`config.mk`:
```
export PLATFORM = sky130hd
export DESIGN_NAME = ccd_scale
export DESIGN_NICKNAME = d
export VERILOG_FILES = /design/src/rtl/ccd_pkg.sv /design/src/rtl/ccd_scale.sv
export SDC_FILE = /design/constraint.sdc
export NUM_CORES = 2
export LEC_CHECK = 0
export BUFFER_PORTS_ARGS = -buffer_cell sky130_fd_sc_hd__buf_4
export CAP_MARGIN = 20
export CORE_MARGIN = 8
export CORE_UTILIZATION = 30
export CTS_CLUSTER_DIAMETER = 30
export DETAILED_ROUTE_END_ITERATION = 6
export PLACE_DENSITY_LB_ADDON = 0.05
export RECOVER_POWER = 100
export SLEW_MARGIN = 0
export SYNTH_ARGS = -nofsm -noshare
export SYNTH_HDL_FRONTEND = slang
export SYNTH_SLANG_ARGS = --single-unit
export TNS_END_PERCENT = 20
```
`constraint.sdc`:
```
create_clock -name i_clk -period 6.8 [get_ports i_clk]
set_input_delay 1.02 -clock i_clk [delete_from_list [all_inputs] [get_ports i_clk]]
set_output_delay 1.02 -clock i_clk [all_outputs]
set_load 0.01 [all_outputs]
```
`src/rtl/ccd_pkg.sv`:
```
`default_nettype none

package ccd_pkg;

    localparam int POS_W     = 20;
    localparam int WORD_W    = 16;
    localparam int TVAL_W    = 20;
    localparam int GAIN_W    = 12;
    localparam int FLAT_W    = 16;
    localparam int RES_W     = 32;
    localparam int CFG_IDX_W = 3;

    // Item kinds; the first three equal the func codes on the input port.
    typedef enum logic [1:0] {
        OP_LOAD_BG   = 2'd0,
        OP_LOAD_FLAT = 2'd1,
        OP_PIXEL     = 2'd2,
        OP_NONE      = 2'd3
    } t_op;

    typedef enum logic [CFG_IDX_W-1:0] {
        CFG_BAD_MASK      = 3'd0,
        CFG_GAIN_ONE_MASK = 3'd1,
        CFG_GAIN_TWO_MASK = 3'd2,
        CFG_COUNT_MASK    = 3'd3,
        CFG_GAIN_FINE     = 3'd4,
        CFG_GAIN_MEDIUM   = 3'd5,
        CFG_GAIN_COARSE   = 3'd6
    } t_cfg_idx;

    localparam logic [1:0] STAGE_FINE   = 2'd0;
    localparam logic [1:0] STAGE_MEDIUM = 2'd1;
    localparam logic [1:0] STAGE_COARSE = 2'd2;
    localparam logic [1:0] STAGE_NONE   = 2'd3;

    localparam logic [WORD_W-1:0] RST_BAD_MASK      = 16'd8192;
    localparam logic [WORD_W-1:0] RST_GAIN_ONE_MASK = 16'd49152;
    localparam logic [WORD_W-1:0] RST_GAIN_TWO_MASK = 16'd16384;
    localparam logic [WORD_W-1:0] RST_COUNT_MASK    = 16'd8191;
    localparam logic [GAIN_W-1:0] RST_GAIN_FINE     = 12'd256;
    localparam logic [GAIN_W-1:0] RST_GAIN_MEDIUM   = 12'd512;
    localparam logic [GAIN_W-1:0] RST_GAIN_COARSE   = 12'd2048;

    localparam logic signed [TVAL_W-1:0] FLAT_MAX = 20'sd65535;

    // Everything an item carries down the pipeline besides its position.
    typedef struct packed {
        t_op                      op;
        logic [1:0]               tstage;
        logic signed [TVAL_W-1:0] tval;
        logic                     bad;
        logic [1:0]               gstage;
        logic [GAIN_W-1:0]        gain;
        logic [WORD_W-1:0]        count;
    } t_item;

endpackage

`default_nettype wire

```
`src/rtl/ccd_scale.sv`:
```
`default_nettype none

// Arithmetic tail: difference and flat-gain product, full product,
// magnitude, then rounding into the output register.
module ccd_scale (
    input  wire                                   i_clk,
    input  wire                                   i_rst_n,
    input  wire                                   i_en,
    input  wire                                   i_vld,
    input  wire ccd_pkg::t_item                   i_item,
    input  wire signed [ccd_pkg::TVAL_W-1:0]      i_bg,
    input  wire [ccd_pkg::FLAT_W-1:0]             i_flat,
    output logic                                  o_vld,
    output logic signed [ccd_pkg::RES_W-1:0]      o_value,
    output logic                                  o_bad,
    output logic [1:0]                            o_stage
);

    localparam int DIFF_W = ccd_pkg::TVAL_W + 2;
    localparam int FG_W   = ccd_pkg::FLAT_W + ccd_pkg::GAIN_W;
    localparam int PROD_W = FG_W + 1 + DIFF_W;
    localparam int MAG_W  = PROD_W - 1;
    localparam int FRAC_DROP = 22;
    localparam int RND_W  = MAG_W - FRAC_DROP;

    logic                      r_vld5, r_vld6, r_vld7, r_vld8;
    logic                      r_bad5, r_bad6, r_bad7, r_bad8;
    logic [1:0]                r_stg5, r_stg6, r_stg7, r_stg8;
    logic signed [DIFF_W-1:0]  r_diff5;
    logic [FG_W-1:0]           r_fg5;
    logic signed [PROD_W-1:0]  r_prod6;
    logic                      r_neg7;
    logic [MAG_W-1:0]          r_mag7;
    logic signed [ccd_pkg::RES_W-1:0] r_value8;

    logic signed [DIFF_W-1:0]  w_count_s;
    logic signed [DIFF_W-1:0]  w_bg_s;
    logic signed [PROD_W-1:0]  w_fg_s;
    logic signed [PROD_W-1:0]  w_diff_s;
    logic [PROD_W-1:0]         w_abs;
    logic [RND_W-1:0]          w_round;
    logic [ccd_pkg::RES_W-1:0] w_mag32;
    logic [ccd_pkg::RES_W-1:0] w_value;

    assign w_count_s = $signed({2'b00, i_item.count, 4'b0000});
    assign w_bg_s    = DIFF_W'(i_bg);
    assign w_fg_s    = $signed(PROD_W'(r_fg5));
    assign w_diff_s  = PROD_W'(r_diff5);
    assign w_abs     = r_prod6[PROD_W-1] ? (~r_prod6 + PROD_W'(1)) : r_prod6;

    // Round to nearest with ties away from zero on the magnitude. The largest
    // possible magnitude stays far below the 32-bit limit, so no clamp.
    assign w_round = RND_W'((r_mag7 + MAG_W'(1 << (FRAC_DROP - 1))) >> FRAC_DROP);
    assign w_mag32 = ccd_pkg::RES_W'(w_round);
    assign w_value = r_neg7 ? (~w_mag32 + ccd_pkg::RES_W'(1)) : w_mag32;

    always_ff @(posedge i_clk) begin
        if (!i_rst_n) begin
            r_vld5 <= 1'b0;
            r_vld6 <= 1'b0;
            r_vld7 <= 1'b0;
            r_vld8 <= 1'b0;
        end else if (i_en) begin
            r_vld5 <= i_vld && (i_item.op == ccd_pkg::OP_PIXEL);
            r_vld6 <= r_vld5;
            r_vld7 <= r_vld6;
            r_vld8 <= r_vld7;
        end
    end

    always_ff @(posedge i_clk) begin
        if (i_en) begin
            r_bad5   <= i_item.bad;
            r_stg5   <= i_item.gstage;
            r_diff5  <= w_count_s - w_bg_s;
            r_fg5    <= FG_W'(i_flat) * FG_W'(i_item.gain);

            r_bad6   <= r_bad5;
            r_stg6   <= r_stg5;
            r_prod6  <= w_fg_s * w_diff_s;

            r_bad7   <= r_bad6;
            r_stg7   <= r_stg6;
            r_neg7   <= r_prod6[PROD_W-1];
            r_mag7   <= w_abs[MAG_W-1:0];

            r_bad8   <= r_bad7;
            r_stg8   <= r_bad7 ? ccd_pkg::STAGE_FINE : r_stg7;
            r_value8 <= r_bad7 ? '0 : $signed(w_value);
        end
    end

    assign o_vld   = r_vld8;
    assign o_value = r_value8;
    assign o_bad   = r_bad8;
    assign o_stage = r_stg8;

endmodule

`default_nettype wire

```
==> metrics.md <==
| Metric | Value |
|---|---|
| R2r startpoint | `r_fg5[15]` |
| Routed WL per cell | `16.5 um` |
| Slew Viols, Final | `185` |
| Synth area leaders | `fa_1 38%, edfxtp_1 15%, ha_1 10%, inv_1 7.9%, and2_1 6.0%` |
| Antenna cells | `0` |
| Largest family of logic cells by synthesized area | `adder cells` |
| Total number of vias | `23,900` |
| Crit-path max FO | `6` |
| Hold Vio Cnt, Final | `0` |
| RSZ-0062 raised after global routing | `true` |
| Final Setup Violations | `15` |
| Largest net degree at the start of global routing | `84` |
| Worst Hold Path EP | `r_bad7` |
| Cell depth of the worst min-delay path | `0` |
| Max Cap Viol | `3` |
| FF-to-FF End | `r_prod6[48]` |
| Most frequent cells in the layout | `721 x inv_1, 641 x fa_1, 528 x nand2_1` |
| Fin cells | `5,451` |
| Number of buffers and inverters on the critical path | `6` |
| Row count | `124` |
| CTS tree | `built` |
| Remaining DRCs | `0` |
| WL final | `90.0 mm` |
| Most common cell after layout, fill and taps aside | `inv_1` |
| Worst setup path category | `reg -> reg` |
| Dominant cell type by area after synthesis | `fa_1` |
| Clock Path Buffers | `2` |
| Core footprint | `114,000 sq um` |
| First-pass GRT wire length | `147 mm` |
| Initial DRT Pass Iterations | `5` |
| Die Height | `356 um` |
| Max-Slew Margin vs Limit | `-111%` |
| Worst-path cell chain | `buf_6 -> buf_12 -> and2_4 -> fa_1 -> inv_2 -> fa_1 -> inv_2 -> fa_1 -> fa_1 -> fa_1 -> fa_1 -> inv_1 -> fa_1 -> inv_2 -> ha_4 -> nand2_4 -> o21ai_4 -> nor2_1 -> a211o_1 -> or3_4 -> o31a_1 -> o31a_1 -> o31ai_2 -> xor2_1` |
| Die area | `127,000 sq um` |
| Post-Syn Area per Cell | `9.47 sq um` |
| Share of layout cells above drive strength 1 | `12.5%` |
| Vias in the first global route | `26,200` |
| Status | `finished, violations left` |
| Number of distinct library cells after synthesis | `70` |
| Worst-margin pin slew | `3160 ps` |
| Detail Route Antenna Nets | `0` |
| Syn Inst Count | `3,654` |
| Simple-Gate Fraction of Synth Area | `16.6%` |
| Clock Latency Late Sink | `500 ps` |
| Initial Utilization | `30.3%` |
| Initial antenna violation count | `1` |
| Remaining Overflow, GRT | `0` |
| Post-Syn Area | `34,600 sq um` |
| CP arrival | `7360 ps` |
| FF+latch count, synth | `179` |
| Setup ws final | `-309 ps` |
| Tmin final | `7110 ps` |
| Largest stage delay, worst path | `580 ps` |
| Post-synthesis async set-or-reset flop share | `0%` |
| CP dominant cell by count | `fa_1` |
| CP Launch Type | `flop` |
| R2R cell count | `24` |
| Yosys Warn Count | `0` |
| Total Nets Final | `4,964` |
| Register area share after synthesis | `15.4%` |
| Reg-to-reg setup timing slack | `-310 ps` |
| Failing checks | `capacitance limit, slew limit, setup timing` |
| Worst EP required | `7050 ps` |
| EDFF count, synth | `175` |
| Synth Area in Compound Gates | `5.40%` |
| Layout Utilization | `35.2%` |
| Post-Synth Adder-Cell Area | `48.4%` |
| Chip width | `356 um` |
| Syn Nets | `4,692` |
| Gr usage total | `14.5%` |
| Skew final | `18.8 ps` |
| PortBufs | `108` |
| Clock transition at path regs | `80 ps` |
| Synth top area share | `38.1%` |
| DR vias/cell | `4.38` |
| Cell family contributing the most delay on the critical path | `adder cells` |
| I/O pin total | `131` |
| DP Wirelength | `79.0 mm` |
| Post-Synth XOR/XNOR Area | `4.20%` |
| CTS Buf Count | `17` |
| H-tree level count | `4` |
| Area Overhead vs Synth | `16.3%` |
| Fin crit share | `105%` |
| Class of the worst hold path | `reg -> reg` |
| Top FF cell, synth | `edfxtp_1` |
| Mux cell area share after synthesis | `0.267%` |
| GP Congestion | `0.784` |
| Placed insts | `5,387` |
| Hold Path Origin | `r_bad6` |
| Slowest CP cell | `fa_1` |
| FMAX | `141 MHz` |
| CTS Sinks | `179` |
| Root Driver | `clkbuf_16` |
| Worst Setup End Kind | `flop` |
| DRT iter0 DRCs | `862` |
through the flow:
stage | instance area (sq um) | TNS (ps) | hold slack, ps | worst slack (ps)
after floorplan | 34700 | 0 | 400 | 3.15
after global placement | 39200 | -6920 | 402 | -575
after detailed placement | 39200 | -7210 | 406 | -602
after CTS | 40400 | -4160 | 420 | -462
after global routing | 40200 | -8670 | 437 | -575
final | 40200 | -2370 | 420 | -309
area by class of cell:
| cell class | count | area [sq um] |
|---|---|---|
| fill | 11800 | 74100 |
| multi-input combinational | 2573 | 26200 |
| sequential | 179 | 5340 |
| timing repair buffer | 426 | 3460 |
| inverter | 729 | 2740 |
| tap | 1512 | 1890 |
| clock buffer | 17 | 425 |
| clock inverter | 15 | 178 |
registers in the layout, summed over array words and instances (netlist names), 2 cells and up:
| signal | flops |
|---|---|
| r_diff5 | 22 |
| r_prod6 | 51 |
| o_value | 32 |
| r_fg5 | 28 |
| r_stg6 | 2 |
| r_stg7 | 2 |
| r_mag7 | 29 |
| r_stg5 | 2 |
| o_stage | 2 |
worst max-delay path by stage:
stage,start,depth (start not counted),to
2_1_floorplan,r_diff5[1],21,r_prod6[44]
3_3_place_gp,r_fg5[14],24,r_prod6[50]
3_5_place_dp,r_fg5[8],22,r_prod6[44]
4_1_cts,r_fg5[15],24,r_prod6[50]
5_1_grt,r_diff5[1],25,r_prod6[48]
6_report,r_fg5[15],24,r_prod6[48]
layer usage:
layer	up-vias	part of all wire [%]	track usage, %
met2	220	44	23.2
met1	11900	52	21.2
met3	45	2.4	1.73
met4	0	1.1	2.81
met5	-	0	0
li1	11700	-	-
cell families (layout without fill, tap and decap cells):
kind of cell               count (synthesis)  after routing
DFF                                      179            179
and+or+nand+nor                         1164           1164
xor gates and xnor gates                 166            166
buffers and inverters                    902           1187
muxes                                      9              9
adders and majority gates                943            943
AOI/OAI and AO/OA                        291            291
cell usage after synthesis (11+ instances only):
library cell    n
a21o_1         30
nor4_1         11
nor2b_1        39
xor2_1         32
nor2_1         90
a21oi_1        83
ha_1          285
and3_1         17
o31ai_1        12
o21ai_0        60
a211oi_1       15
nand2_1       530
nand3_1        29
o21bai_1       13
and2_1        333
fa_1          658
edfxtp_1      175
nor3_1         34
inv_1         729
nand4_1        22
nand2b_1       15
xnor2_1       134
a31oi_1        13
clkbuf_1      166
repair_timing:
item / CTS / global route
pin swaps: 40 / 30
cloned: 2 / 0
setup buffers: 30 / 0
gates resized for setup: 76 / 40
setup endpoints to repair: 19 / 23
hold buffers: 0 / 0
Power is not shown: default switching activity piles up to over one toggle a cycle in this logic, so the estimate is an artifact.
