`src/rtl/ccd_pkg.sv`:
```
`default_nettype none

package ccd_pkg;

    localparam int POS_W     = 20;
    localparam int WORD_W    = 16;
    localparam int TVAL_W    = 20;
    localparam int GAIN_W    = 12;
    localparam int FLAT_W    = 16;
    localparam int RES_W     = 32;
    localparam int CFG_IDX_W = 3;

    // Item kinds; the first three equal the func codes on the input port.
    typedef enum logic [1:0] {
        OP_LOAD_BG   = 2'd0,
        OP_LOAD_FLAT = 2'd1,
        OP_PIXEL     = 2'd2,
        OP_NONE      = 2'd3
    } t_op;

    typedef enum logic [CFG_IDX_W-1:0] {
        CFG_BAD_MASK      = 3'd0,
        CFG_GAIN_ONE_MASK = 3'd1,
        CFG_GAIN_TWO_MASK = 3'd2,
        CFG_COUNT_MASK    = 3'd3,
        CFG_GAIN_FINE     = 3'd4,
        CFG_GAIN_MEDIUM   = 3'd5,
        CFG_GAIN_COARSE   = 3'd6
    } t_cfg_idx;

    localparam logic [1:0] STAGE_FINE   = 2'd0;
    localparam logic [1:0] STAGE_MEDIUM = 2'd1;
    localparam logic [1:0] STAGE_COARSE = 2'd2;
    localparam logic [1:0] STAGE_NONE   = 2'd3;

    localparam logic [WORD_W-1:0] RST_BAD_MASK      = 16'd8192;
    localparam logic [WORD_W-1:0] RST_GAIN_ONE_MASK = 16'd49152;
    localparam logic [WORD_W-1:0] RST_GAIN_TWO_MASK = 16'd16384;
    localparam logic [WORD_W-1:0] RST_COUNT_MASK    = 16'd8191;
    localparam logic [GAIN_W-1:0] RST_GAIN_FINE     = 12'd256;
    localparam logic [GAIN_W-1:0] RST_GAIN_MEDIUM   = 12'd512;
    localparam logic [GAIN_W-1:0] RST_GAIN_COARSE   = 12'd2048;

    localparam logic signed [TVAL_W-1:0] FLAT_MAX = 20'sd65535;

    // Everything an item carries down the pipeline besides its position.
    typedef struct packed {
        t_op                      op;
        logic [1:0]               tstage;
        logic signed [TVAL_W-1:0] tval;
        logic                     bad;
        logic [1:0]               gstage;
        logic [GAIN_W-1:0]        gain;
        logic [WORD_W-1:0]        count;
    } t_item;

endpackage

`default_nettype wire

```
`src/rtl/ccd_pos_wrap.sv`:
```
`default_nettype none

// Reduces the pixel position modulo the image size in three stages:
// reciprocal multiply, back multiply, then subtract with one correction.
module ccd_pos_wrap #(
    parameter int IMAGE_PIXELS = 1048576,
    localparam int ADDR_W = (IMAGE_PIXELS > 1) ? $clog2(IMAGE_PIXELS) : 1
) (
    input  wire                       i_clk,
    input  wire                       i_rst_n,
    input  wire                       i_en,
    input  wire                       i_vld,
    input  wire ccd_pkg::t_item       i_item,
    input  wire [ccd_pkg::POS_W-1:0]  i_pos,
    output logic                      o_vld,
    output ccd_pkg::t_item            o_item,
    output logic [ADDR_W-1:0]         o_addr
);

    localparam int POS_W   = ccd_pkg::POS_W;
    localparam int NB      = $clog2(IMAGE_PIXELS);
    localparam int SHIFT   = POS_W + NB;
    localparam logic [63:0] RECIP64 = (64'd1 << SHIFT) / 64'(IMAGE_PIXELS);
    localparam int RECIP_W = POS_W + 2;
    localparam logic [RECIP_W-1:0] RECIP = RECIP64[RECIP_W-1:0];
    localparam int PROD_W  = POS_W + RECIP_W;
    localparam logic [31:0] DEPTH = 32'(IMAGE_PIXELS);

    logic                 r_vld1, r_vld2, r_vld3;
    ccd_pkg::t_item       r_item1, r_item2, r_item3;
    logic [POS_W-1:0]     r_pos1, r_pos2;
    logic [PROD_W-1:0]    r_prod1;
    logic [POS_W-1:0]     r_qn2;
    logic [ADDR_W-1:0]    r_addr3;

    logic [POS_W-1:0]     w_quot;
    logic [POS_W-1:0]     w_rem;
    logic [POS_W-1:0]     w_wrap;

    // The quotient estimate is the true quotient or one below it.
    assign w_quot = POS_W'(r_prod1 >> SHIFT);
    assign w_rem  = r_pos2 - r_qn2;
    assign w_wrap = (32'(w_rem) >= DEPTH) ? (w_rem - POS_W'(DEPTH)) : w_rem;

    always_ff @(posedge i_clk) begin
        if (!i_rst_n) begin
            r_vld1 <= 1'b0;
            r_vld2 <= 1'b0;
            r_vld3 <= 1'b0;
        end else if (i_en) begin
            r_vld1 <= i_vld;
            r_vld2 <= r_vld1;
            r_vld3 <= r_vld2;
        end
    end

    always_ff @(posedge i_clk) begin
        if (i_en) begin
            r_item1 <= i_item;
            r_pos1  <= i_pos;
            r_prod1 <= PROD_W'(i_pos) * PROD_W'(RECIP);
            r_item2 <= r_item1;
            r_pos2  <= r_pos1;
            r_qn2   <= POS_W'(32'(w_quot) * DEPTH);
            r_item3 <= r_item2;
            r_addr3 <= ADDR_W'(w_wrap);
        end
    end

    assign o_vld  = r_vld3;
    assign o_item = r_item3;
    assign o_addr = r_addr3;

endmodule

`default_nettype wire

```
`config.mk`:
```
export PLATFORM = sky130hd
export DESIGN_NAME = ccd_pos_wrap
export DESIGN_NICKNAME = d
export VERILOG_FILES = /design/src/rtl/ccd_pkg.sv /design/src/rtl/ccd_pos_wrap.sv
export SDC_FILE = /design/constraint.sdc
export NUM_CORES = 1
export LEC_CHECK = 0
export CAP_MARGIN = 20
export CORE_MARGIN = 5
export CORE_UTILIZATION = 25
export CTS_CLUSTER_SIZE = 40
export DETAILED_ROUTE_END_ITERATION = 8
export DONT_BUFFER_PORTS = 1
export PLACE_DENSITY = 0.49
export SYNTH_ARGS = -nofsm -noshare
export SYNTH_HDL_FRONTEND = slang
export SYNTH_SLANG_ARGS = --single-unit
```
`constraint.sdc`:
```
create_clock -name i_clk -period 1 [get_ports i_clk]
set_clock_uncertainty 0.15 [all_clocks]
set_input_delay 0.05 -clock i_clk [delete_from_list [all_inputs] [get_ports i_clk]]
set_output_delay 0.05 -clock i_clk [all_outputs]
set_load 0.005 [all_outputs]
```
==> impl_metrics.yaml, run 1 <==
clocking:
  htree_levels: 1
  cts.clk_slew.worst_paths_ns: 0.06
  numCtsBuffers: 25
  cts.path.max_buffers: 3
  clkSinkCount: 228
  post_cts_buffers: 0
  root_buffer: "clkbuf_16"
  tritoncts: "done"
  clk_latency_ns: 0.51
place:
  portBuffers: 0
  pre_cts_ws_ns: 0.1821
  place_congestion: 0.6186
critical_path:
  crit_type: "reg2out"
  r2r-start: "r_item1[13]"
  cp.required_ns: 0.80
  start_kind: "flop"
  path_max_fanout: 1
  cp.arrival_ns: 0.94
  end_kind: "primary output"
  startpoint: "o_addr[0]"
finish:
  ff_latch_area_mm2: 0.006818
  num-fill-cells: 2522
  multiInputGateArea_um2: 48.80
  nets: 419
  antenna_cells: 0
  area_growth_pct: 30.60
  layout-drive-gt1-share_pct: 11.17
logic_synthesis:
  synth_area_leaders: "edfxtp_1 (98%), dfxtp_1 (0.87%), mux2i_1 (0.44%)"
  syn_nets: 313
  synth.top_cells.by_count: "edfxtp_1 (225), dfxtp_1 (3), mux2i_1 (3), nor2b_1 (3)"
  synth_seq_area_share_pct: 99.29
  async_flop_share_pct: 0
  synthCells: 234
  synth-edff-count: 225
  synth_flop_cell: "edfxtp_1"
  yosys.area.top_type_share_pct: 98.41
  netlist_area_mm2: 0.006865
  synth_warnings: 0
  synth.most_common_cell: "edfxtp_1"
  synth_cell_types: 4
  synth_area_per_cell_um2: 29.34
  synth_seq_cells: 228
  synth.largest_area_cell: "edfxtp_1"
hold_path:
  hp-start: "i_en"
  min_path_type: "in2reg"
timing:
  fin_crit_sh_pct: 114.3
  slew_headroom_pct: 76.44
  max_freq_ghz: 0.8751
  slew_violations: 0
  min_period_ns: 1.143
  worst_slack_ns: -0.1428
  setup_viol: 78
  whs_ns: -0.4918
  grt_setup_unrepaired: "true"
  worstMarginPinSlew_ns: 0.3534
  hold_violations: 228
floorplanning:
  initial_core_util_pct: 25.40
  fp.dieH_um: 175.7
  core_area_mm2: 0.02703
  io_pins: 155
  rows: 60
  fp.dieW_um: 175.7
  die_area_mm2: 0.03088
drt:
  drc: 0
  detail_route.wl_per_cell_um: 15.99
  via_count: 2583
  firstDrtPassIters: 4
  drt-initial-drc-count: 169
  detail-route-antenna-nets: 0
  viasPerCell: 3.695
  drt_wl_total_mm: 11.17
power:
  pwr_density_cell_mw_per_mm2: 2401
  power.share.clock_pct: 45.3
  power_leakage_uw: 0.003008
  intPower_uw: 17640
  p_switching_uw: 3889
  power_frac_comb_pct: 1.2
  pwr-share-seq_pct: 53.5
  peakVddDrop_v: 0.0009995
  swShare_pct: 18.07
  total_power_uw: 21530
global_route:
  overflow: 0
  grt_max_degree: 229
  track_usage_pct: 7.019
  grt_pass1_vias: 2908
  grt_pass1_wl_mm: 16.88
  antenna_found_initial: 0
outcome:
  status: "complete, but fails checks"
  violations: "hold timing, setup timing"
run:
  drv_cap: 0
==> metal layers <==
metal	GRT usage [%]	wire [um]
met3	3.401	1182
met5	0	0
met1	7.959	4427
met2	11.54	5368
met4	2.599	196
==> cell usage in the layout (no fill, tap or decap), drive strengths merged <==
master / n
bufinv: 6
clkbuf: 28
clkinv: 9
clkinvlp: 1
dfxtp: 3
dlygate4sd3: 79
edfxtp: 225
inv: 1
mux2i: 3
nor2b: 3
==> through the flow <==
| stage | setup TNS (ns) | cell area, um2 | util, % | std cells | hold slack [ns] |
|---|---|---|---|---|---|
| after floorplan | 0 | 6865 | - | 234 | -0.001131 |
| after global placement | 0 | 7292 | 26.98 | 575 | -0.001056 |
| after detailed placement | 0 | 7292 | 26.98 | 575 | -0.001073 |
| after CTS | -11.42 | 9256 | 34.25 | 728 | -0.5197 |
| after global routing | -11.79 | 8966 | 33.18 | 699 | -0.5332 |
| final | -7.830 | 8966 | 33.18 | 699 | -0.4918 |
==> cells by family after synthesis <==
kind of cell | after synthesis | share of synthesized area, %
flops | 228 | 99.29
simple gates | 3 | 0.2734
mux | 3 | 0.4374
==> power by group through the flow <==
| stage | sequential [uW] | clock, uW | combinational (uW) |
|---|---|---|---|
| final | 11500 | 9750 | 268 |
| after global routing | 11600 | 10600 | 297 |
| after CTS | 11500 | 10200 | 353 |
| after detailed placement | 11700 | 0 | 9.83 |
| after global placement | 11700 | 0 | 9.33 |
| after floorplan | 11600 | 0 | 9.23 |
==> worst paths after layout <==
path | slack, ns | to | cells after the start
worst max register to register | 0.20 | r_item2[13] | 0
worst min-delay path | -0.49 | r_pos1[2] | 0
worst max-delay path | -0.14 | o_addr[0] | 0
worst min register to register | 0.26 | r_item2[3] | 0
==> registers in the layout, summed over array words and instances (netlist names) <==
signal / flops
o_addr: 20
o_item: 55
o_vld: 1
r_item1: 55
r_item2: 55
r_pos1: 20
r_pos2: 20
r_vld1: 1
r_vld2: 1
==> area by class of cell <==
cell class | instances | share of cell area [%]
multi-input combinational | 6 | 0.5442
tap | 341 | 4.759
sequential | 228 | 76.04
timing repair buffer | 79 | 8.819
clock inverter | 17 | 2.735
clock buffer | 28 | 7.103
==> repair_timing <==
| action | 4_1_cts | 5_1_grt |
|---|---|---|
| gates resized for setup | 1 | 0 |
| hold buffers | 108 | 1 |
| endpoints found under the hold margin | 303 | 230 |
| cloned | 0 | 0 |
| endpoints found under the setup margin | 76 | 106 |
Note: power is estimated with default switching activity, not from simulation.
==> run 2: changes to the inputs <==
--- a/config.mk
+++ b/config.mk
@@ -11,7 +11,7 @@
 export CTS_CLUSTER_SIZE = 40
 export DETAILED_ROUTE_END_ITERATION = 8
 export DONT_BUFFER_PORTS = 1
-export PLACE_DENSITY = 0.49
+export PLACE_DENSITY_LB_ADDON = 0.1
 export SYNTH_ARGS = -nofsm -noshare
 export SYNTH_HDL_FRONTEND = slang
 export SYNTH_SLANG_ARGS = --single-unit
==> constraint.sdc (replaced) <==
create_clock -name i_clk -period 0.95 [get_ports i_clk]
set_clock_uncertainty 0.15 [all_clocks]
set_input_delay 0.0475 -clock i_clk [delete_from_list [all_inputs] [get_ports i_clk]]
set_output_delay 0.0475 -clock i_clk [all_outputs]
set_load 0.005 [all_outputs]
==> impl_metrics.yaml, run 2 (synthesized netlist as in run 1, its figures left out) <==
global_route:
  antenna_found_initial: 1
  overflow: 0
  grt_pass1_wl_mm: 15.64
  grt_pass1_vias: 2661
  grt_max_degree: 229
  track_usage_pct: 6.478
timing:
  min_period_ns: 1.156
  hold_violations: 230
  max_freq_ghz: 0.8647
  worst_slack_ns: -0.2064
  worstMarginPinSlew_ns: 0.2718
  whs_ns: -0.5068
  grt_setup_unrepaired: "true"
  setup_viol: 76
  slew_headroom_pct: 81.88
  finalSetupTns_ns: -12.97
  fin_crit_sh_pct: 121.7
  slew_violations: 0
floorplanning:
  rows: 60
  fp.dieH_um: 175.7
  die_area_mm2: 0.03088
  fp.dieW_um: 175.7
  core_area_mm2: 0.02703
  io_pins: 155
  initial_core_util_pct: 25.40
clocking:
  htree_levels: 1
  tritoncts: "done"
  clk_latency_ns: 0.52
  cts.clk_slew.worst_paths_ns: 0.06
  hold_buffers: 77
  cts.path.max_buffers: 3
  root_buffer: "clkbuf_16"
  numCtsBuffers: 27
  clkSinkCount: 228
critical_path:
  crit_type: "reg2out"
  path_depth: 0
  cp.arrival_ns: 0.96
  r2r_cells: 0
  path_max_fanout: 1
  start_kind: "flop"
  cp.required_ns: 0.75
  end_kind: "primary output"
drt:
  firstDrtPassIters: 3
  viasPerCell: 3.744
  via_count: 2628
  drt-initial-drc-count: 135
  drc: 0
  detail_route.wl_per_cell_um: 15.19
  detail-route-antenna-nets: 0
  drt_wl_total_mm: 10.66
place:
  dp_cells: 575
  place_congestion: 0.6479
  portBuffers: 0
  pre_cts_ws_ns: 0.1667
power:
  power_leakage_uw: 0.002977
  peakVddDrop_v: 0.001266
  pwr_density_cell_mw_per_mm2: 2488
finish:
  nets: 419
  most-common-layout-cells: "edfxtp_1 (225), dlygate4sd3_1 (77), clkbuf_16 (27)"
  final_common_cell: "edfxtp_1"
  area_growth_pct: 30.07
  num-fill-cells: 2562
  antenna_cells: 0
  layout-drive-gt1-share_pct: 11.91
  finalNonFillerCells: 702
  post-route-util_pct: 33.04
outcome:
  violations: "hold timing, setup timing"
  status: "complete, but fails checks"
hold_path:
  min_path_type: "in2reg"
  min_path_cells: 0
run:
  drv_cap: 0
-- run 2: repair_timing --
item | 4_1_cts | 5_1_grt
endpoints found under the setup margin | 76 | 76
gates cloned | 0 | 0
pin swaps | 0 | 0
gates resized for setup | 1 | 0
setup buffers | 0 | 0
hold endpoints to repair | 303 | 294
-- run 2: final timing paths --
check              startpoint           to  slack (ns)
setup / recovery   o_item[38]   o_item[38]       -0.21
hold / removal           i_en  r_item1[20]       -0.51
setup reg to reg    r_pos2[9]    o_addr[9]        0.17
hold reg to reg   r_item1[11]  r_item2[11]        0.25
-- run 2: per-stage QoR --
step	total power (uW)	area, um2	hold WS, ns
global route	23240	8930	-0.5474
floorplan	12240	6865	-0.003631
CTS	22700	8930	-0.5305
finish	22220	8930	-0.5068
detailed placement	12340	7292	-0.003559
global placement	12330	7292	-0.003555
-- run 2: layer usage --
metal	vias up	global-route usage, %	wire, um
li1	1170	-	-
met3	29	3.810	1151
met2	122	9.300	4554
met5	-	0	11
met4	2	3.054	507
met1	1305	7.793	4441
-- run 2: layout make-up --
type,instances,area (um2),area share (%)
flip-flops and latches,228,6818,76.35
repair buffers,77,770.7,8.631
clock buffers,30,686.9,7.692
well taps,341,426.7,4.778
clock inverters,20,178.9,2.004
multi-input cells,6,48.80,0.5464
-- run 2: report_power, final --
part / internal [uW] / switching, uW
Combinational: 218 / 55.9
Sequential: 11900 / 230
Clock: 5800 / 4040
==> run 3: changes to the inputs <==
==> constraint.sdc (replaced) <==
create_clock -name i_clk -period 1.1 [get_ports i_clk]
set_clock_uncertainty 0.15 [all_clocks]
set_input_delay 0.055 -clock i_clk [delete_from_list [all_inputs] [get_ports i_clk]]
set_output_delay 0.055 -clock i_clk [all_outputs]
set_load 0.005 [all_outputs]
==> impl_metrics.yaml, run 3 <==
logic_synthesis:
  synth_compound_area_share_pct: 0
  synthAdderAreaFrac_pct: 0
  synth_xor_xnor_area_share_pct: 0
  synth_warnings: 0
  synth.largest_area_cell: "edfxtp_1"
  synthCells: 234
  synth.most_common_cell: "edfxtp_1"
  synth_cell_types: 4
  yosys.area_share.simple_pct: 0.2734
  synth_flop_cell: "edfxtp_1"
  synth_area_leaders: "edfxtp_1 (98%), dfxtp_1 (0.87%), mux2i_1 (0.44%)"
  synth_area_per_cell_um2: 29.34
  netlist_area_mm2: 0.006865
  synth_top_family_by_area: "multiplexers"
  async_flop_share_pct: 0
  muxShareOfSynthArea_pct: 0.4374
  synth.top_cells.by_count: "edfxtp_1 (225), dfxtp_1 (3), mux2i_1 (3), nor2b_1 (3)"
  yosys.area.top_type_share_pct: 98.41
  synth_seq_cells: 228
  synth-edff-count: 225
  syn_nets: 313
  synth_seq_area_share_pct: 99.29
outcome:
  status: "did not finish"
  stop_stage: "4_1_cts"
  error: "[ERROR RSZ-0060] Max buffer count reached."
place:
  pre_cts_ws_ns: 0.3167
  place_congestion: 0.6479
  portBuffers: 0
floorplanning:
  rows: 60
  io_pins: 155
  initial_core_util_pct: 25.40
  fp.dieH_um: 175.7
  fp.dieW_um: 175.7
clocking:
  post_cts_buffers: 0
  clkSinkCount: 228
  hold_buffers: 126
  htree_levels: 1
  postCtsResizedCells: 1
  root_buffer: "clkbuf_16"
  cts.path.max_buffers: 3
  numCtsBuffers: 27
run 3: kinds of logic after synthesis:
| group | Yosys count |
|---|---|
| simple gates | 3 |
| flops | 228 |
| mux | 3 |
run 3: stage by stage:
step	instances	cell area (um2)	hold WS, ns
after detailed placement	575	7292	0.003941
after global placement	575	7292	0.003945
after floorplan	234	6865	0.003869
==> run 4: changes to the inputs <==
--- a/config.mk
+++ b/config.mk
@@ -7,11 +7,10 @@
 export LEC_CHECK = 0
 export CAP_MARGIN = 20
 export CORE_MARGIN = 5
-export CORE_UTILIZATION = 25
-export CTS_CLUSTER_SIZE = 40
+export CORE_UTILIZATION = 20
 export DETAILED_ROUTE_END_ITERATION = 8
 export DONT_BUFFER_PORTS = 1
-export PLACE_DENSITY_LB_ADDON = 0.1
+export PLACE_DENSITY_LB_ADDON = 0.15
 export SYNTH_ARGS = -nofsm -noshare
 export SYNTH_HDL_FRONTEND = slang
 export SYNTH_SLANG_ARGS = --single-unit
==> impl_metrics.yaml, run 4 (synthesized netlist as in run 1, its figures left out) <==
floorplanning:
  core_area_mm2: 0.03370
  fp.dieW_um: 195.3
  rows: 67
  die_area_mm2: 0.03813
  io_pins: 155
  fp.dieH_um: 195.3
  initial_core_util_pct: 20.37
hold_path:
  min_path_type: "in2reg"
  hp-start: "i_en"
finish:
  finalNonFillerCells: 857
  multiInputGateArea_um2: 48.80
  num-fill-cells: 3375
  layout-drive-gt1-share_pct: 10.02
  ff_latch_area_mm2: 0.006818
  most-common-layout-cells: "edfxtp_1 (225), dlygate4sd3_1 (126), clkbuf_16 (27)"
  final_common_cell: "edfxtp_1"
  antenna_cells: 0
  area_growth_pct: 39.37
  nets: 468
power:
  power_leakage_uw: 0.003204
  peakVddDrop_v: 0.0009298
  p_switching_uw: 3687
  swShare_pct: 18.75
  pwr-share-seq_pct: 53.2
  total_power_uw: 19660
  power_frac_comb_pct: 1.9
  intPower_uw: 15970
  pwr_density_cell_mw_per_mm2: 2055
  power.share.clock_pct: 44.9
timing:
  slew_violations: 0
  hold_violations: 228
  whs_ns: -0.4958
  worstMarginPinSlew_ns: 0.2600
  max_freq_ghz: 0.8467
  min_period_ns: 1.181
  setup_viol: 75
  slew_headroom_pct: 82.67
  fin_crit_sh_pct: 107.4
  grt_setup_unrepaired: "true"
  worst_slack_ns: -0.08104
drt:
  wl_met2_mm: 5.627
  drc: 0
  viasPerCell: 3.265
  top_layer: "met5"
  dr_wl_met3_mm: 1.121
  firstDrtPassIters: 4
  detail_route.wl_per_cell_um: 14.28
  wl_met1_mm: 5.107
  drt-initial-drc-count: 118
  drt_wl_total_mm: 12.24
  via_count: 2798
  detail-route-antenna-nets: 0
global_route:
  antenna_found_initial: 1
  grt_max_degree: 229
  grt_pass1_wl_mm: 18.26
  overflow: 0
  grt_pass1_vias: 2967
  track_usage_pct: 6.057
place:
  place_congestion: 0.6413
  portBuffers: 0
  dp_hpwl_mm: 6.661
  dp_cells: 682
critical_path:
  start_kind: "flop"
  cp.arrival_ns: 0.98
  path_max_fanout: 1
  crit_type: "reg2out"
  end_kind: "primary output"
  startpoint: "o_item[20]"
  cp.required_ns: 0.89
  r2r-start: "r_pos1[11]"
clocking:
  tritoncts: "done"
  clk_latency_ns: 0.52
  cts.path.max_buffers: 3
  hold_buffers: 126
  numCtsBuffers: 27
  htree_levels: 1
  clkSinkCount: 228
  cts.clk_slew.worst_paths_ns: 0.06
  root_buffer: "clkbuf_16"
  post_cts_buffers: 0
run:
  drv_cap: 0
outcome:
  violations: "hold timing, setup timing"
  status: "complete, but fails checks"
-- run 4: metal layers --
layer	track usage, %	up-vias
met3	2.861	32
met4	2.508	2
met2	9.482	106
met5	0	-
li1	-	1263
met1	7.200	1395
-- run 4: final cells by class --
type	instances	share of cell area [%]
flip-flops and latches	228	71.26
repair buffers	126	13.18
clock buffers	32	7.258
well taps	448	5.859
clock inverters	17	1.935
multi-input cells	6	0.5100
-- run 4: path summary, 6_finish.rpt --
check                                  end  slack, ns  cells past startpoint
worst max-delay path            o_item[20]      -0.08                      0
worst min-delay path            o_item[44]      -0.50                      0
worst max register to register  r_pos2[11]       0.31                      0
worst min register to register   r_pos2[3]       0.26                      0
-- run 4: timing repair --
action / 4_1_cts / 5_1_grt
endpoints found under the setup margin: 76 / 76
hold endpoints to repair: 303 / 228
gates resized for setup: 1 / 0
-- run 4: stage by stage --
| step | hold WS, ns | setup TNS [ns] | util (%) | instance area (um2) | setup WS (ns) |
|---|---|---|---|---|---|
| CTS | -0.5183 | -5.883 | 28.39 | 9568 | -0.1308 |
| detailed placement | 0.003934 | 0 | 22.04 | 7426 | 0.3089 |
| global placement | 0.003948 | 0 | 22.04 | 7426 | 0.2914 |
| finish | -0.4958 | -1.983 | 28.39 | 9568 | -0.08104 |
| global route | -0.5465 | -5.920 | 28.39 | 9568 | -0.1397 |
| floorplan | 0.003869 | 0 | - | 6865 | 0.3612 |
-- run 4: power by group through the flow --
| stage | sequential, uW | combinational, uW | clock (uW) |
|---|---|---|---|
| floorplan | 10600 | 8.39 | 0 |
| global placement | 10700 | 8.45 | 0 |
| detailed placement | 10700 | 9.83 | 0 |
| CTS | 10500 | 376 | 9260 |
| global route | 10500 | 403 | 9570 |
| finish | 10500 | 374 | 8820 |
